$ cat config.mk
export PLATFORM = sky130hd
export DESIGN_NAME = fisq_mul
export DESIGN_NICKNAME = d
export VERILOG_FILES = /design/src/hw/rtl/fisq_pkg.sv /design/src/hw/rtl/fisq_mul.sv
export SDC_FILE = /design/constraint.sdc
export NUM_CORES = 2
export LEC_CHECK = 0
export BUFFER_PORTS_ARGS = -buffer_cell sky130_fd_sc_hd__buf_2
export CAP_MARGIN = 20
export CORE_ASPECT_RATIO = 2
export CORE_MARGIN = 1.5
export CORE_UTILIZATION = 53
export CTS_BUF_LIST = sky130_fd_sc_hd__clkbuf_8
export DETAILED_ROUTE_END_ITERATION = 8
export PLACE_DENSITY_LB_ADDON = 0.08
export SYNTH_ARGS = -nofsm -noshare
export SYNTH_HDL_FRONTEND = slang
export SYNTH_SLANG_ARGS = --single-unit
$ cat constraint.sdc
create_clock -name clk -period 9.55 [get_ports clk]
set_clock_uncertainty 0.05 [all_clocks]
set_input_delay 0.955 -clock clk [delete_from_list [all_inputs] [get_ports clk]]
set_output_delay 0.955 -clock clk [all_outputs]
set_load 0.02 [all_outputs]
$ cat src/hw/rtl/fisq_pkg.sv
// Constants and helper functions for the fast inverse square root pipeline.
package fisq_pkg;

  localparam logic [31:0] MAGIC_SEED   = 32'h5f3759df;
  localparam logic [31:0] ONE_HALF     = 32'h3f000000;
  localparam logic [31:0] THREE_HALVES = 32'h3fc00000;
  localparam logic [31:0] CANON_QNAN   = 32'h7fc00000;
  localparam logic [7:0]  EXP_MAX      = 8'hff;
  localparam int          SEED_DEPTH   = 12;

  typedef struct packed {
    logic nan;
    logic inf;
    logic zero;
  } fp_flags_t;

  // Leading zeros of a nonzero 23-bit fraction.
  function automatic logic [4:0] lzc23(input logic [22:0] v);
    logic [4:0] cnt;
    cnt = 5'd23;
    for (int i = 0; i < 23; i++) begin
      if (v[i]) cnt = 5'(22 - i);
    end
    return cnt;
  endfunction

  // Leading zeros of a 27-bit word, 27 when it is zero.
  function automatic logic [4:0] lzc27(input logic [26:0] v);
    logic [4:0] cnt;
    cnt = 5'd27;
    for (int i = 0; i < 27; i++) begin
      if (v[i]) cnt = 5'(26 - i);
    end
    return cnt;
  endfunction

endpackage

$ cat src/hw/rtl/fisq_mul.sv
// Three-stage binary32 multiplier with round to nearest even and subnormal support.
module fisq_mul
  import fisq_pkg::*;
(
  input  logic        clk,
  input  logic        rst_n,
  input  logic        en,
  input  logic        in_valid,
  input  logic [31:0] a,
  input  logic [31:0] b,
  output logic        out_valid,
  output logic [31:0] result
);

  // Stage 1: unpack and pre-normalize subnormal operands.
  logic              a_zero, a_inf, a_nan, b_zero, b_inf, b_nan;
  logic [4:0]        lz_a, lz_b;
  logic [23:0]       ma, mb;
  logic signed [9:0] xa, xb;
  fp_flags_t         fl1_nxt;

  always_comb begin
    a_zero = (a[30:23] == 8'd0) && (a[22:0] == 23'd0);
    b_zero = (b[30:23] == 8'd0) && (b[22:0] == 23'd0);
    a_inf  = (a[30:23] == EXP_MAX) && (a[22:0] == 23'd0);
    b_inf  = (b[30:23] == EXP_MAX) && (b[22:0] == 23'd0);
    a_nan  = (a[30:23] == EXP_MAX) && (a[22:0] != 23'd0);
    b_nan  = (b[30:23] == EXP_MAX) && (b[22:0] != 23'd0);
    lz_a   = lzc23(a[22:0]);
    lz_b   = lzc23(b[22:0]);
    if (a[30:23] == 8'd0) begin
      ma = {1'b0, a[22:0]} << (lz_a + 5'd1);
      xa = -$signed({5'd0, lz_a});
    end else begin
      ma = {1'b1, a[22:0]};
      xa = $signed({2'b00, a[30:23]});
    end
    if (b[30:23] == 8'd0) begin
      mb = {1'b0, b[22:0]} << (lz_b + 5'd1);
      xb = -$signed({5'd0, lz_b});
    end else begin
      mb = {1'b1, b[22:0]};
      xb = $signed({2'b00, b[30:23]});
    end
    fl1_nxt.nan  = a_nan | b_nan | (a_inf & b_zero) | (a_zero & b_inf);
    fl1_nxt.inf  = a_inf | b_inf;
    fl1_nxt.zero = a_zero | b_zero;
  end

  logic              v1_r, v2_r, v3_r;
  logic              s1_r, s2_r;
  fp_flags_t         fl1_r, fl2_r;
  logic [23:0]       ma_r, mb_r;
  logic signed [9:0] es1_r, es2_r;
  logic [47:0]       prod_r;
  logic [31:0]       res_r, res_nxt;

  always_ff @(posedge clk) begin
    if (!rst_n) begin
      v1_r <= 1'b0;
      v2_r <= 1'b0;
      v3_r <= 1'b0;
    end else if (en) begin
      v1_r <= in_valid;
      v2_r <= v1_r;
      v3_r <= v2_r;
    end
  end

  always_ff @(posedge clk) begin
    if (en) begin
      s1_r   <= a[31] ^ b[31];
      fl1_r  <= fl1_nxt;
      ma_r   <= ma;
      mb_r   <= mb;
      es1_r  <= xa + xb - 10'sd127;
      s2_r   <= s1_r;
      fl2_r  <= fl1_r;
      es2_r  <= es1_r;
      prod_r <= ma_r * mb_r;
      res_r  <= res_nxt;
    end
  end

  // Stage 3: normalize, denormalize below the normal range, and round.
  logic [47:0]        pn, shifted, lost_mask;
  logic signed [10:0] e_res, d_sh;
  logic [5:0]         sh;
  logic               g, st, rnd;
  logic [7:0]         expf;
  logic [30:0]        mag;

  always_comb begin
    pn    = prod_r[47] ? prod_r : (prod_r << 1);
    e_res = 11'(es2_r) + $signed({10'd0, prod_r[47]});
    d_sh  = 11'sd1 - e_res;
    if (e_res >= 11'sd1) begin
      sh = 6'd0;
    end else if (d_sh > 11'sd48) begin
      sh = 6'd48;
    end else begin
      sh = d_sh[5:0];
    end
    shifted   = pn >> sh;
    lost_mask = ~({48{1'b1}} << sh);
    g    = shifted[23];
    st   = (|shifted[22:0]) | (|(pn & lost_mask));
    rnd  = g & (st | shifted[24]);
    expf = (e_res >= 11'sd1) ? e_res[7:0] : 8'd0;
    mag  = {expf, shifted[46:24]} + {30'd0, rnd};
    if (fl2_r.nan) begin
      res_nxt = CANON_QNAN;
    end else if (fl2_r.inf || e_res >= 11'sd255) begin
      res_nxt = {s2_r, EXP_MAX, 23'd0};
    end else if (fl2_r.zero) begin
      res_nxt = {s2_r, 31'd0};
    end else begin
      res_nxt = {s2_r, mag};
    end
  end

  assign out_valid = v3_r;
  assign result    = res_r;

endmodule

==> reports/qor.csv <==
stage,metric,value,unit
run_status,status,"complete, no violations",
layout,layout cells sized above 1,9.16,%
clock_network,clock sink count,159,
clock_network,later-pin clock latency in the skew report,580,ps
floorplan,Rows,130,
clock_network,CTS root buffer,clkbuf_8,
yosys,"Seq/Total Area, Yosys",14.0,%
clock_network,H-tree depth,4,
clock_network,setup bufs post-CTS,0,
route,post-DR wirelength/cell,26.5,um
clock_network,hold buffer count at cts,0,
route,post-detailed-route count of antenna-violating nets,0,
grt,first-pass GRT wire length,186000,um
setup_path,Crit Path Class,reg2reg,
yosys,synth unique cells,112,
yosys,synth cell count leaders,"inv_1, fa_1, nand2_1",
layout,layout net count,4549,
yosys,Post-Syn Area,0.0338,sq mm
floorplan,Die Y,360,um
floorplan,I/O pin count,101,
grt,total track usage,38.5,%
layout,Area Growth Syn to Fin,5.17,%
floorplan,Core ar.,0.0629,sq mm
clock_network,TritonCTS clock tree,yes,
timing,Worst-Margin Slew,1220,ps
yosys,cell count after synthesis,3803,
floorplan,DIE AREA,0.0654,sq mm
grt,initial antenna violation count,9,
route,total number of vias,29302,
timing,Final Max Tran Viols,0,
grt,Congestion Overflow GR,0,
timing,setup TNS,0,ps
yosys,synthesis warning total,0,
timing,min Tclk post-route,8670,ps
yosys,Synth area leader,fa_1,
yosys,Synth top area share,28.6,%
clock_network,Clock Path Buffers,2,
route,drt pass-1 iters,8,
route,Remaining DRCs,0,
place,Buffers on Ports,100,
setup_path,CP required,9830,ps
timing,final setup violation count,0,
route,vias per inst,6.36,
route,initial drt markers,2072,
setup_path,Crit. End Element,flip-flop,
place,Placer Congestion,1.04,
timing,unrepaired setup endpoints after global routing,false,
yosys,Syn Nets,4556,
route,final wirelength,122000,um
yosys,"Avg Cell Area, Syn",8.89,sq um
floorplan,die width,182,um
timing,max_slew headroom,18.6,%
flow_run,maxcap violations,0,
yosys,most common cell in the synthesized netlist,inv_1,
min_path,worst hold path type,reg2reg,
clock_network,Worst-path clk slew,100,ps
grt,vias in the first global route,31582,
floorplan,Initial Util,53.7,%
yosys,largest cells by area after synthesis,"fa_1, edfxtp_1, ha_1",
yosys,share of flip-flops with an asynchronous set or reset,0,%
setup_path,CP Max Fanout,24,
clock_network,CTS Buf Count,17,
grt,pin count of the biggest net entering global routing,106,
clock_network,post-cts sizing count,0,
timing,fin crit share,90.8,%
yosys,top_reg_cell synth,edfxtp_1,
yosys,Post-synth EDFFs,156,
place,detailed placement HPWL,97200,um
setup_path,Critical Path AT,8950,ps
timing,Fmax achieved,0.115,GHz
timing,Fin. Hold Viols,0,
setup_path,Startpoint Class,flip-flop,
yosys,Yosys reg bits,159,
[metrics by stage]
step                      std cells  hold WS [ps]  area [sq um]  util [%]  setup slack, ps
final                          4607           378         35500      56.5              880
after global routing           4605           399         35500      56.4              495
after CTS                      4596           380         35500      56.3             1010
after detailed placement       4564           355         35000      55.7             1000
after global placement         4562           353         35000      55.6             1090
after floorplan                3803           350         33800         -             2080
[final cells by class]
class | count | area (sq um)
Sequential cell | 159 | 4740
Antenna cell | 6 | 15.0
Inverter | 575 | 2160
Clock buffer | 17 | 234
Timing Repair Buffer | 189 | 1180
Tap cell | 792 | 991
Multi-Input combinational cell | 2854 | 26000
Fill cell | 5735 | 27400
Clock inverter | 15 | 179
[state kept, by name, summed over array words and instances (netlist names)]
signal     flops
ma_r          24
es2_r         10
fl2_r          3
es1_r         10
v2_r           1
out_valid      1
result        32
s2_r           1
prod_r        48
s1_r           1
mb_r          24
fl1_r          3
v1_r           1
[worst max-delay path, cell delays in order (launching register included)]
cell	delay (ps)
edfxtp_1	1140
and2_1	270
fa_1	420
fa_1	550
inv_1	60
fa_1	510
fa_1	540
inv_1	60
fa_1	500
fa_1	500
inv_1	50
fa_1	470
inv_1	40
ha_1	200
a21o_1	180
a21o_1	180
a21o_1	170
a221oi_1	330
and3_1	200
o21ai_0	280
a21oi_1	350
o31a_1	210
o21ai_0	120
o41a_1	380
a21oi_1	270
o31ai_1	130
a21oi_1	190
xnor2_1	70
[layout by cell type (no fill, tap or decap), drive strengths merged, types with 63 or more instances in the layout]
| master | synthesis | routed |
|---|---|---|
| o21ai | 123 | 123 |
| mux2i | 128 | 128 |
| nor3 | 76 | 76 |
| nor2 | 177 | 177 |
| inv | 575 | 583 |
| fa | 483 | 483 |
| and2 | 307 | 307 |
| edfxtp | 156 | 156 |
| buf | 42 | 188 |
| xnor2 | 63 | 63 |
| nand2 | 456 | 456 |
| a21oi | 157 | 157 |
| ha | 202 | 202 |
[metal layers]
| layer | up-vias | GRT usage [%] | routed length, um |
|---|---|---|---|
| li1 | 12682 | - | - |
| met1 | 14503 | 34.2 | 36500 |
| met2 | 1465 | 70.3 | 64200 |
| met3 | 646 | 8.06 | 7220 |
| met4 | 6 | 37.9 | 14100 |
| met5 | - | 0 | 48 |
[cells by family after synthesis]
kind of cell / after synthesis / synth area share [%]
flops: 159 / 14.0
compound gates: 639 / 13.1
fa+ha+maj: 685 / 36.1
xor+xnor: 87 / 2.28
buf+inv: 790 / 9.07
mux: 192 / 6.86
simple gates: 1251 / 18.6
[final timing paths]
kind                               start    endpoint  slack (ps)  depth (start not counted)
worst max register to register  ma_r[18]  prod_r[47]         880                         27
worst max-delay path            ma_r[18]  prod_r[47]         880                         27
worst min register to register  es1_r[1]    es2_r[1]         380                          0
worst min-delay path            es1_r[1]    es2_r[1]         380                          0
Power is left out: the tool's default activity adds up to more than one toggle a clock period on the data nets, which glitch-free logic cannot reach.
