### src/hw/rtl/fisq_pkg.sv
// Constants and helper functions for the fast inverse square root pipeline.
package fisq_pkg;

  localparam logic [31:0] MAGIC_SEED   = 32'h5f3759df;
  localparam logic [31:0] ONE_HALF     = 32'h3f000000;
  localparam logic [31:0] THREE_HALVES = 32'h3fc00000;
  localparam logic [31:0] CANON_QNAN   = 32'h7fc00000;
  localparam logic [7:0]  EXP_MAX      = 8'hff;
  localparam int          SEED_DEPTH   = 12;

  typedef struct packed {
    logic nan;
    logic inf;
    logic zero;
  } fp_flags_t;

  // Leading zeros of a nonzero 23-bit fraction.
  function automatic logic [4:0] lzc23(input logic [22:0] v);
    logic [4:0] cnt;
    cnt = 5'd23;
    for (int i = 0; i < 23; i++) begin
      if (v[i]) cnt = 5'(22 - i);
    end
    return cnt;
  endfunction

  // Leading zeros of a 27-bit word, 27 when it is zero.
  function automatic logic [4:0] lzc27(input logic [26:0] v);
    logic [4:0] cnt;
    cnt = 5'd27;
    for (int i = 0; i < 27; i++) begin
      if (v[i]) cnt = 5'(26 - i);
    end
    return cnt;
  endfunction

endpackage

### src/hw/rtl/fisq_add.sv
// Three-stage binary32 adder with round to nearest even and subnormal support.
module fisq_add
  import fisq_pkg::*;
(
  input  logic        clk,
  input  logic        rst_n,
  input  logic        en,
  input  logic        in_valid,
  input  logic [31:0] a,
  input  logic [31:0] b,
  output logic        out_valid,
  output logic [31:0] result
);

  // Stage 1: order operands by magnitude and find the alignment distance.
  logic        a_inf, a_nan, b_inf, b_nan, a_big;
  logic [31:0] big, sml;
  logic [7:0]  e_big, e_sml, e_gap;
  logic [4:0]  d_nxt;
  fp_flags_t   fl_nxt;

  always_comb begin
    a_inf = (a[30:23] == EXP_MAX) && (a[22:0] == 23'd0);
    b_inf = (b[30:23] == EXP_MAX) && (b[22:0] == 23'd0);
    a_nan = (a[30:23] == EXP_MAX) && (a[22:0] != 23'd0);
    b_nan = (b[30:23] == EXP_MAX) && (b[22:0] != 23'd0);
    a_big = a[30:0] >= b[30:0];
    big   = a_big ? a : b;
    sml   = a_big ? b : a;
    e_big = (big[30:23] == 8'd0) ? 8'd1 : big[30:23];
    e_sml = (sml[30:23] == 8'd0) ? 8'd1 : sml[30:23];
    e_gap = e_big - e_sml;
    d_nxt = (e_gap > 8'd27) ? 5'd27 : e_gap[4:0];
    fl_nxt.nan  = a_nan | b_nan | (a_inf & b_inf & (a[31] != b[31]));
    fl_nxt.inf  = a_inf | b_inf;
    fl_nxt.zero = 1'b0;
  end

  logic        v1_r, v2_r, v3_r;
  fp_flags_t   fl1_r, fl2_r;
  logic        s1_r, s2_r, sub1_r, sub2_r, is1_r, is2_r;
  logic [23:0] mbig_r, msml_r;
  logic [4:0]  d_r;
  logic [7:0]  eb1_r, eb2_r;
  logic [27:0] sum_r, sum_nxt;
  logic [31:0] res_r, res_nxt;

  // Stage 2: align the smaller operand with sticky collection, then add or subtract.
  logic [26:0] big27, sml27, sm, lost_mask;

  always_comb begin
    big27     = {mbig_r, 3'b000};
    sml27     = {msml_r, 3'b000};
    lost_mask = ~({27{1'b1}} << d_r);
    sm        = sml27 >> d_r;
    sm[0]     = sm[0] | (|(sml27 & lost_mask));
    sum_nxt   = sub1_r ? ({1'b0, big27} - {1'b0, sm}) : ({1'b0, big27} + {1'b0, sm});
  end

  always_ff @(posedge clk) begin
    if (!rst_n) begin
      v1_r <= 1'b0;
      v2_r <= 1'b0;
      v3_r <= 1'b0;
    end else if (en) begin
      v1_r <= in_valid;
      v2_r <= v1_r;
      v3_r <= v2_r;
    end
  end

  always_ff @(posedge clk) begin
    if (en) begin
      fl1_r  <= fl_nxt;
      s1_r   <= big[31];
      sub1_r <= a[31] ^ b[31];
      is1_r  <= a_inf ? a[31] : b[31];
      mbig_r <= {big[30:23] != 8'd0, big[22:0]};
      msml_r <= {sml[30:23] != 8'd0, sml[22:0]};
      d_r    <= d_nxt;
      eb1_r  <= e_big;
      fl2_r  <= fl1_r;
      s2_r   <= s1_r;
      sub2_r <= sub1_r;
      is2_r  <= is1_r;
      eb2_r  <= eb1_r;
      sum_r  <= sum_nxt;
      res_r  <= res_nxt;
    end
  end

  // Stage 3: normalize (stopping at the subnormal boundary) and round.
  logic [4:0]  lz;
  logic [7:0]  lim, sh;
  logic [26:0] n;
  logic [8:0]  e_res;
  logic        g, st, rnd, ovf;
  logic [7:0]  expf;
  logic [30:0] mag;

  always_comb begin
    lz  = lzc27(sum_r[26:0]);
    lim = eb2_r - 8'd1;
    sh  = 8'd0;
    if (sum_r[27]) begin
      n     = sum_r[27:1];
      n[0]  = n[0] | sum_r[0];
      e_res = {1'b0, eb2_r} + 9'd1;
    end else begin
      sh    = ({3'b000, lz} < lim) ? {3'b000, lz} : lim;
      n     = sum_r[26:0] << sh;
      e_res = {1'b0, eb2_r} - {1'b0, sh};
    end
    ovf  = n[26] && (e_res >= 9'd255);
    expf = n[26] ? e_res[7:0] : 8'd0;
    g    = n[2];
    st   = |n[1:0];
    rnd  = g & (st | n[3]);
    mag  = {expf, n[25:3]} + {30'd0, rnd};
    if (fl2_r.nan) begin
      res_nxt = CANON_QNAN;
    end else if (fl2_r.inf) begin
      res_nxt = {is2_r, EXP_MAX, 23'd0};
    end else if (sum_r == 28'd0) begin
      // An exact cancellation gives +0; two like-signed zeros keep their sign.
      res_nxt = {s2_r & ~sub2_r, 31'd0};
    end else if (ovf) begin
      res_nxt = {s2_r, EXP_MAX, 23'd0};
    end else begin
      res_nxt = {s2_r, mag};
    end
  end

  assign out_valid = v3_r;
  assign result    = res_r;

endmodule

### config.mk
export PLATFORM = sky130hd
export DESIGN_NAME = fisq_add
export DESIGN_NICKNAME = d
export VERILOG_FILES = /design/src/hw/rtl/fisq_pkg.sv /design/src/hw/rtl/fisq_add.sv
export SDC_FILE = /design/constraint.sdc
export NUM_CORES = 1
export LEC_CHECK = 0
export ABC_AREA = 1
export BUFFER_PORTS_ARGS = -buffer_cell sky130_fd_sc_hd__buf_2
export CAP_MARGIN = 40
export CORE_MARGIN = 2
export CORE_UTILIZATION = 55
export DETAILED_ROUTE_END_ITERATION = 8
export GPL_TIMING_DRIVEN = 0
export MAX_ROUTING_LAYER = met4
export PLACE_DENSITY_LB_ADDON = 0.25
export SLEW_MARGIN = 20
export SYNTH_ARGS = -nofsm -noshare
export SYNTH_HDL_FRONTEND = slang
export SYNTH_SLANG_ARGS = --single-unit
### constraint.sdc
create_clock -name clk -period 6.12 [get_ports clk]
set_input_delay 0.918 -clock clk [delete_from_list [all_inputs] [get_ports clk]]
set_output_delay 0.918 -clock clk [all_outputs]
set_load 0.1 [all_outputs]
==> results.yml <==
placed_design:
  pre_cts_slack_ns: -0.5448
  dp_hpwl_um: 36830
  place_congestion: 1.027
  portBuffers: 100
  placed_area_mm2: 0.01495
setup_path:
  cp_slowest_cell: "edfxtp_1"
  critical_path_arrival_ns: 5.98
  r2r_end: "result[15]$_SDFFCE_PP0P_"
  r2r-start: "sum_r[2]$_DFFE_PP_"
  crit_type: "flip-flop to flip-flop"
  cp-end-kind: "flip-flop"
  required_ns: 6.29
  slowest_delay_ns: 0.42
  startpoint: "sum_r[2]$_DFFE_PP_"
  crit_fanout: 6
  reg2regPathDepth: 39
  r2r_setup_slack_ns: 0.31
  crit_path_frequent_cell: "nand2_1"
  cp-start-kind: "flip-flop"
clocking:
  cts_tree: "done"
  cts_htree_levels: 4
  clk_pin_slew_ns: 0.08
  cts_root_buf: "clkbuf_16"
  clock_latency_ns: 0.44
  cts_sinks: 142
  cts_buffers: 17
  clk_path_buf_depth: 2
hold_path:
  hold_path_end: "is2_r$_DFFE_PP_"
  hp-class: "flip-flop to flip-flop"
  hold_depth: 0
  worstHoldStart: "is1_r$_DFFE_PP_"
synth:
  synth-seq-cells: 142
  ys_warn_count: 0
  syn_area_mm2: 0.01400
  synth-main-ff-cell: "edfxtp_1"
  synthCells: 2004
  synth_fp_nets: 2178
  ys_types: 62
  yosysSeqAreaShare: 0.3024
  ys_async_sr_fraction: 0
  synth_edf_count: 139
  syn_avg_cell_area_um2: 6.986
route:
  wl_met2_um: 19980
  avgViaCountPerCell: 5.988
  wl_met3_um: 4669
  routed_wl_um: 46280
  top_layer_used: "met4"
  drc: 0
  drt-met1-wl_um: 20320
  drtIter0Drc: 1806
  via_count: 14940
  post_drt_wl_per_cell_um: 18.56
  dr.pass1.iters: 7
  antenna_left: 0
power:
  ir_drop_v: 0.0001776
  pwr-share-clk: 0.174
  p_seq_frac: 0.250
  switchingPower_mw: 3.001
  combPwrFrac: 0.575
  power_switching_share: 0.5061
  p_int_mw: 2.928
  p_leak_nw: 7.535
  power_density_mw_per_mm2: 370.7
  power_mw: 5.929
timing:
  fin_crit_sh: 0.9488
  fmax_mhz: 172.2
  finalHoldViolations: 0
  hold_slack_ns: 0.4168
  setup_violations: 0
  slew_viol_final: 0
  period_needed_ns: 5.806
  setup_tns_ns: 0
  skew_ns: 0.01806
  relSlewSlack: 0.4911
  fin_ws_ns: 0.3136
  tightest_slew_ns: 0.7554
final_layout:
  fin_area_mm2: 0.01599
  diodes: 0
  fill_cells: 2343
  nNetsFinal: 2325
  synthToLayoutAreaGrowth_pct: 14.24
  multi_input_area_mm2: 0.008645
  drive_above_1_share: 0.1391
  layout.cells.most_common_list: "nand2_1, inv_1, nand3_1"
  seq_area_mm2: 0.004234
  final_common_cell: "nand2_1"
die:
  rows: 58
  dieArea_mm2: 0.02675
  initial_core_util: 0.5576
  core_mm2: 0.02511
  fp.dieW_um: 163.6
  dieHeight_um: 163.6
  ios: 101
global_routing:
  grt_start_max_net_pins: 113
  grt_pass1_vias: 13510
  grt_usage: 0.3564
  grt_pass1_wl_um: 71890
  antenna_found_initial: 2
  gr-total-overflow: 0
run_status:
  outcome: "completed"
run:
  maxCapViolCount: 0
-- sequential cells by signal, indices dropped and copies added (netlist names), 2 cells and up --
register  count
eb1_r         8
msml_r       24
result       32
mbig_r       24
fl1_r         2
eb2_r         8
d_r           5
sum_r        28
fl2_r         2
-- power by group through the flow --
stage          Clock, mW  Combinational, mW  Sequential (mW)
6_report            1.03               3.41             1.48
5_1_grt             1.08               3.76             1.50
4_1_cts             1.04               3.20             1.47
3_5_place_dp           0               3.14             1.50
3_3_place_gp           0               3.09             1.50
2_1_floorplan          0               2.16             1.64
-- Yosys cell counts (3+ instances only) --
cell type	n	share of area
a211oi_1	3	0.0016
a21o_1	6	0.0032
a21oi_1	111	0.040
a221oi_1	4	0.0025
a31oi_1	10	0.0045
buf_1	9	0.0024
buf_2	16	0.0057
buf_4	7	0.0038
buf_6	5	0.0040
clkbuf_1	30	0.0080
dfxtp_1	3	0.0043
edfxtp_1	139	0.30
fa_1	3	0.0043
ha_1	103	0.092
inv_1	245	0.066
inv_2	10	0.0027
mux2i_1	8	0.0057
nand2_1	502	0.13
nand2_2	12	0.0054
nand2_4	7	0.0056
nand3_1	228	0.082
nand3_2	16	0.011
nand4_1	39	0.017
nor2_1	154	0.041
nor2_2	3	0.0013
nor2_4	4	0.0032
nor3_1	18	0.0064
nor3b_1	5	0.0027
nor4_1	14	0.0063
o211ai_1	5	0.0027
o21a_1	8	0.0043
o21ai_0	160	0.057
o21ai_1	9	0.0032
o21ai_2	3	0.0019
o21bai_1	6	0.0032
o221ai_1	5	0.0031
o22ai_1	8	0.0036
o31ai_1	10	0.0054
or2_2	5	0.0022
xnor2_1	9	0.0056
xor2_1	35	0.022
-- area by class of cell --
type                    instances  share of cell area
well taps                     330             0.02582
multi-input cells            1538              0.5405
clock buffers                  17             0.02660
repair buffers                134             0.05116
inverters                     257             0.06117
clock inverters                15            0.008996
plain buffers                  61             0.02104
flip-flops and latches        142              0.2647
-- worst max-delay path by stage --
stage / slack, ns / end
floorplan: 0.75 / result[15]$_SDFFCE_PP0P_
global placement: -0.37 / result[22]$_SDFFCE_PP1P_
detailed placement: -0.54 / result[17]$_SDFFCE_PP0P_
CTS: 0.04 / result[22]$_SDFFCE_PP1P_
global route: -0.03 / d_r[3]$_SDFFCE_PN1P_
finish: 0.31 / result[15]$_SDFFCE_PP0P_
-- worst max-delay path: cells and delay by family (launching register included) --
family	cells	cell delay (ns)
xor gates and xnor gates	1	0.14
buffers and inverters	4	0.42
AOI/OAI and AO/OA	14	2.17
adders and majority gates	3	0.67
DFF	1	0.42
and+or+nand+nor	17	1.69
-- routing by layer --
metal  vias to the layer above  global-route usage
met4                         0              0.1136
met2                       762              0.5222
met5                         -                   -
met1                      6959              0.4961
met3                       104             0.07034
li1                       7110                   -
-- per-stage QoR --
step,cells,utilization
6_report,2494,0.6370
5_1_grt,2494,0.6370
4_1_cts,2473,0.6209
3_5_place_dp,2435,0.5955
3_3_place_gp,2434,0.5940
2_1_floorplan,2004,-
-- logic make-up (layout without fill, tap and decap cells) --
group,after synthesis,in the layout,share of synthesized area
AOI/OAI and AO/OA,365,365,0.1492
and+or+nand+nor,1015,1015,0.3259
xor gates and xnor gates,44,44,0.02752
buffers and inverters,324,484,0.09285
adders and majority gates,106,106,0.09634
muxes,8,8,0.005720
DFF,142,142,0.3024
-- timing repair --
item,CTS,global route
resized for setup,8,61
setup buffers,6,25
pin swaps,2,19
hold buffers,0,0
endpoints found under the setup margin,31,39
gates cloned,0,2
(Power assumes the default switching activity.)
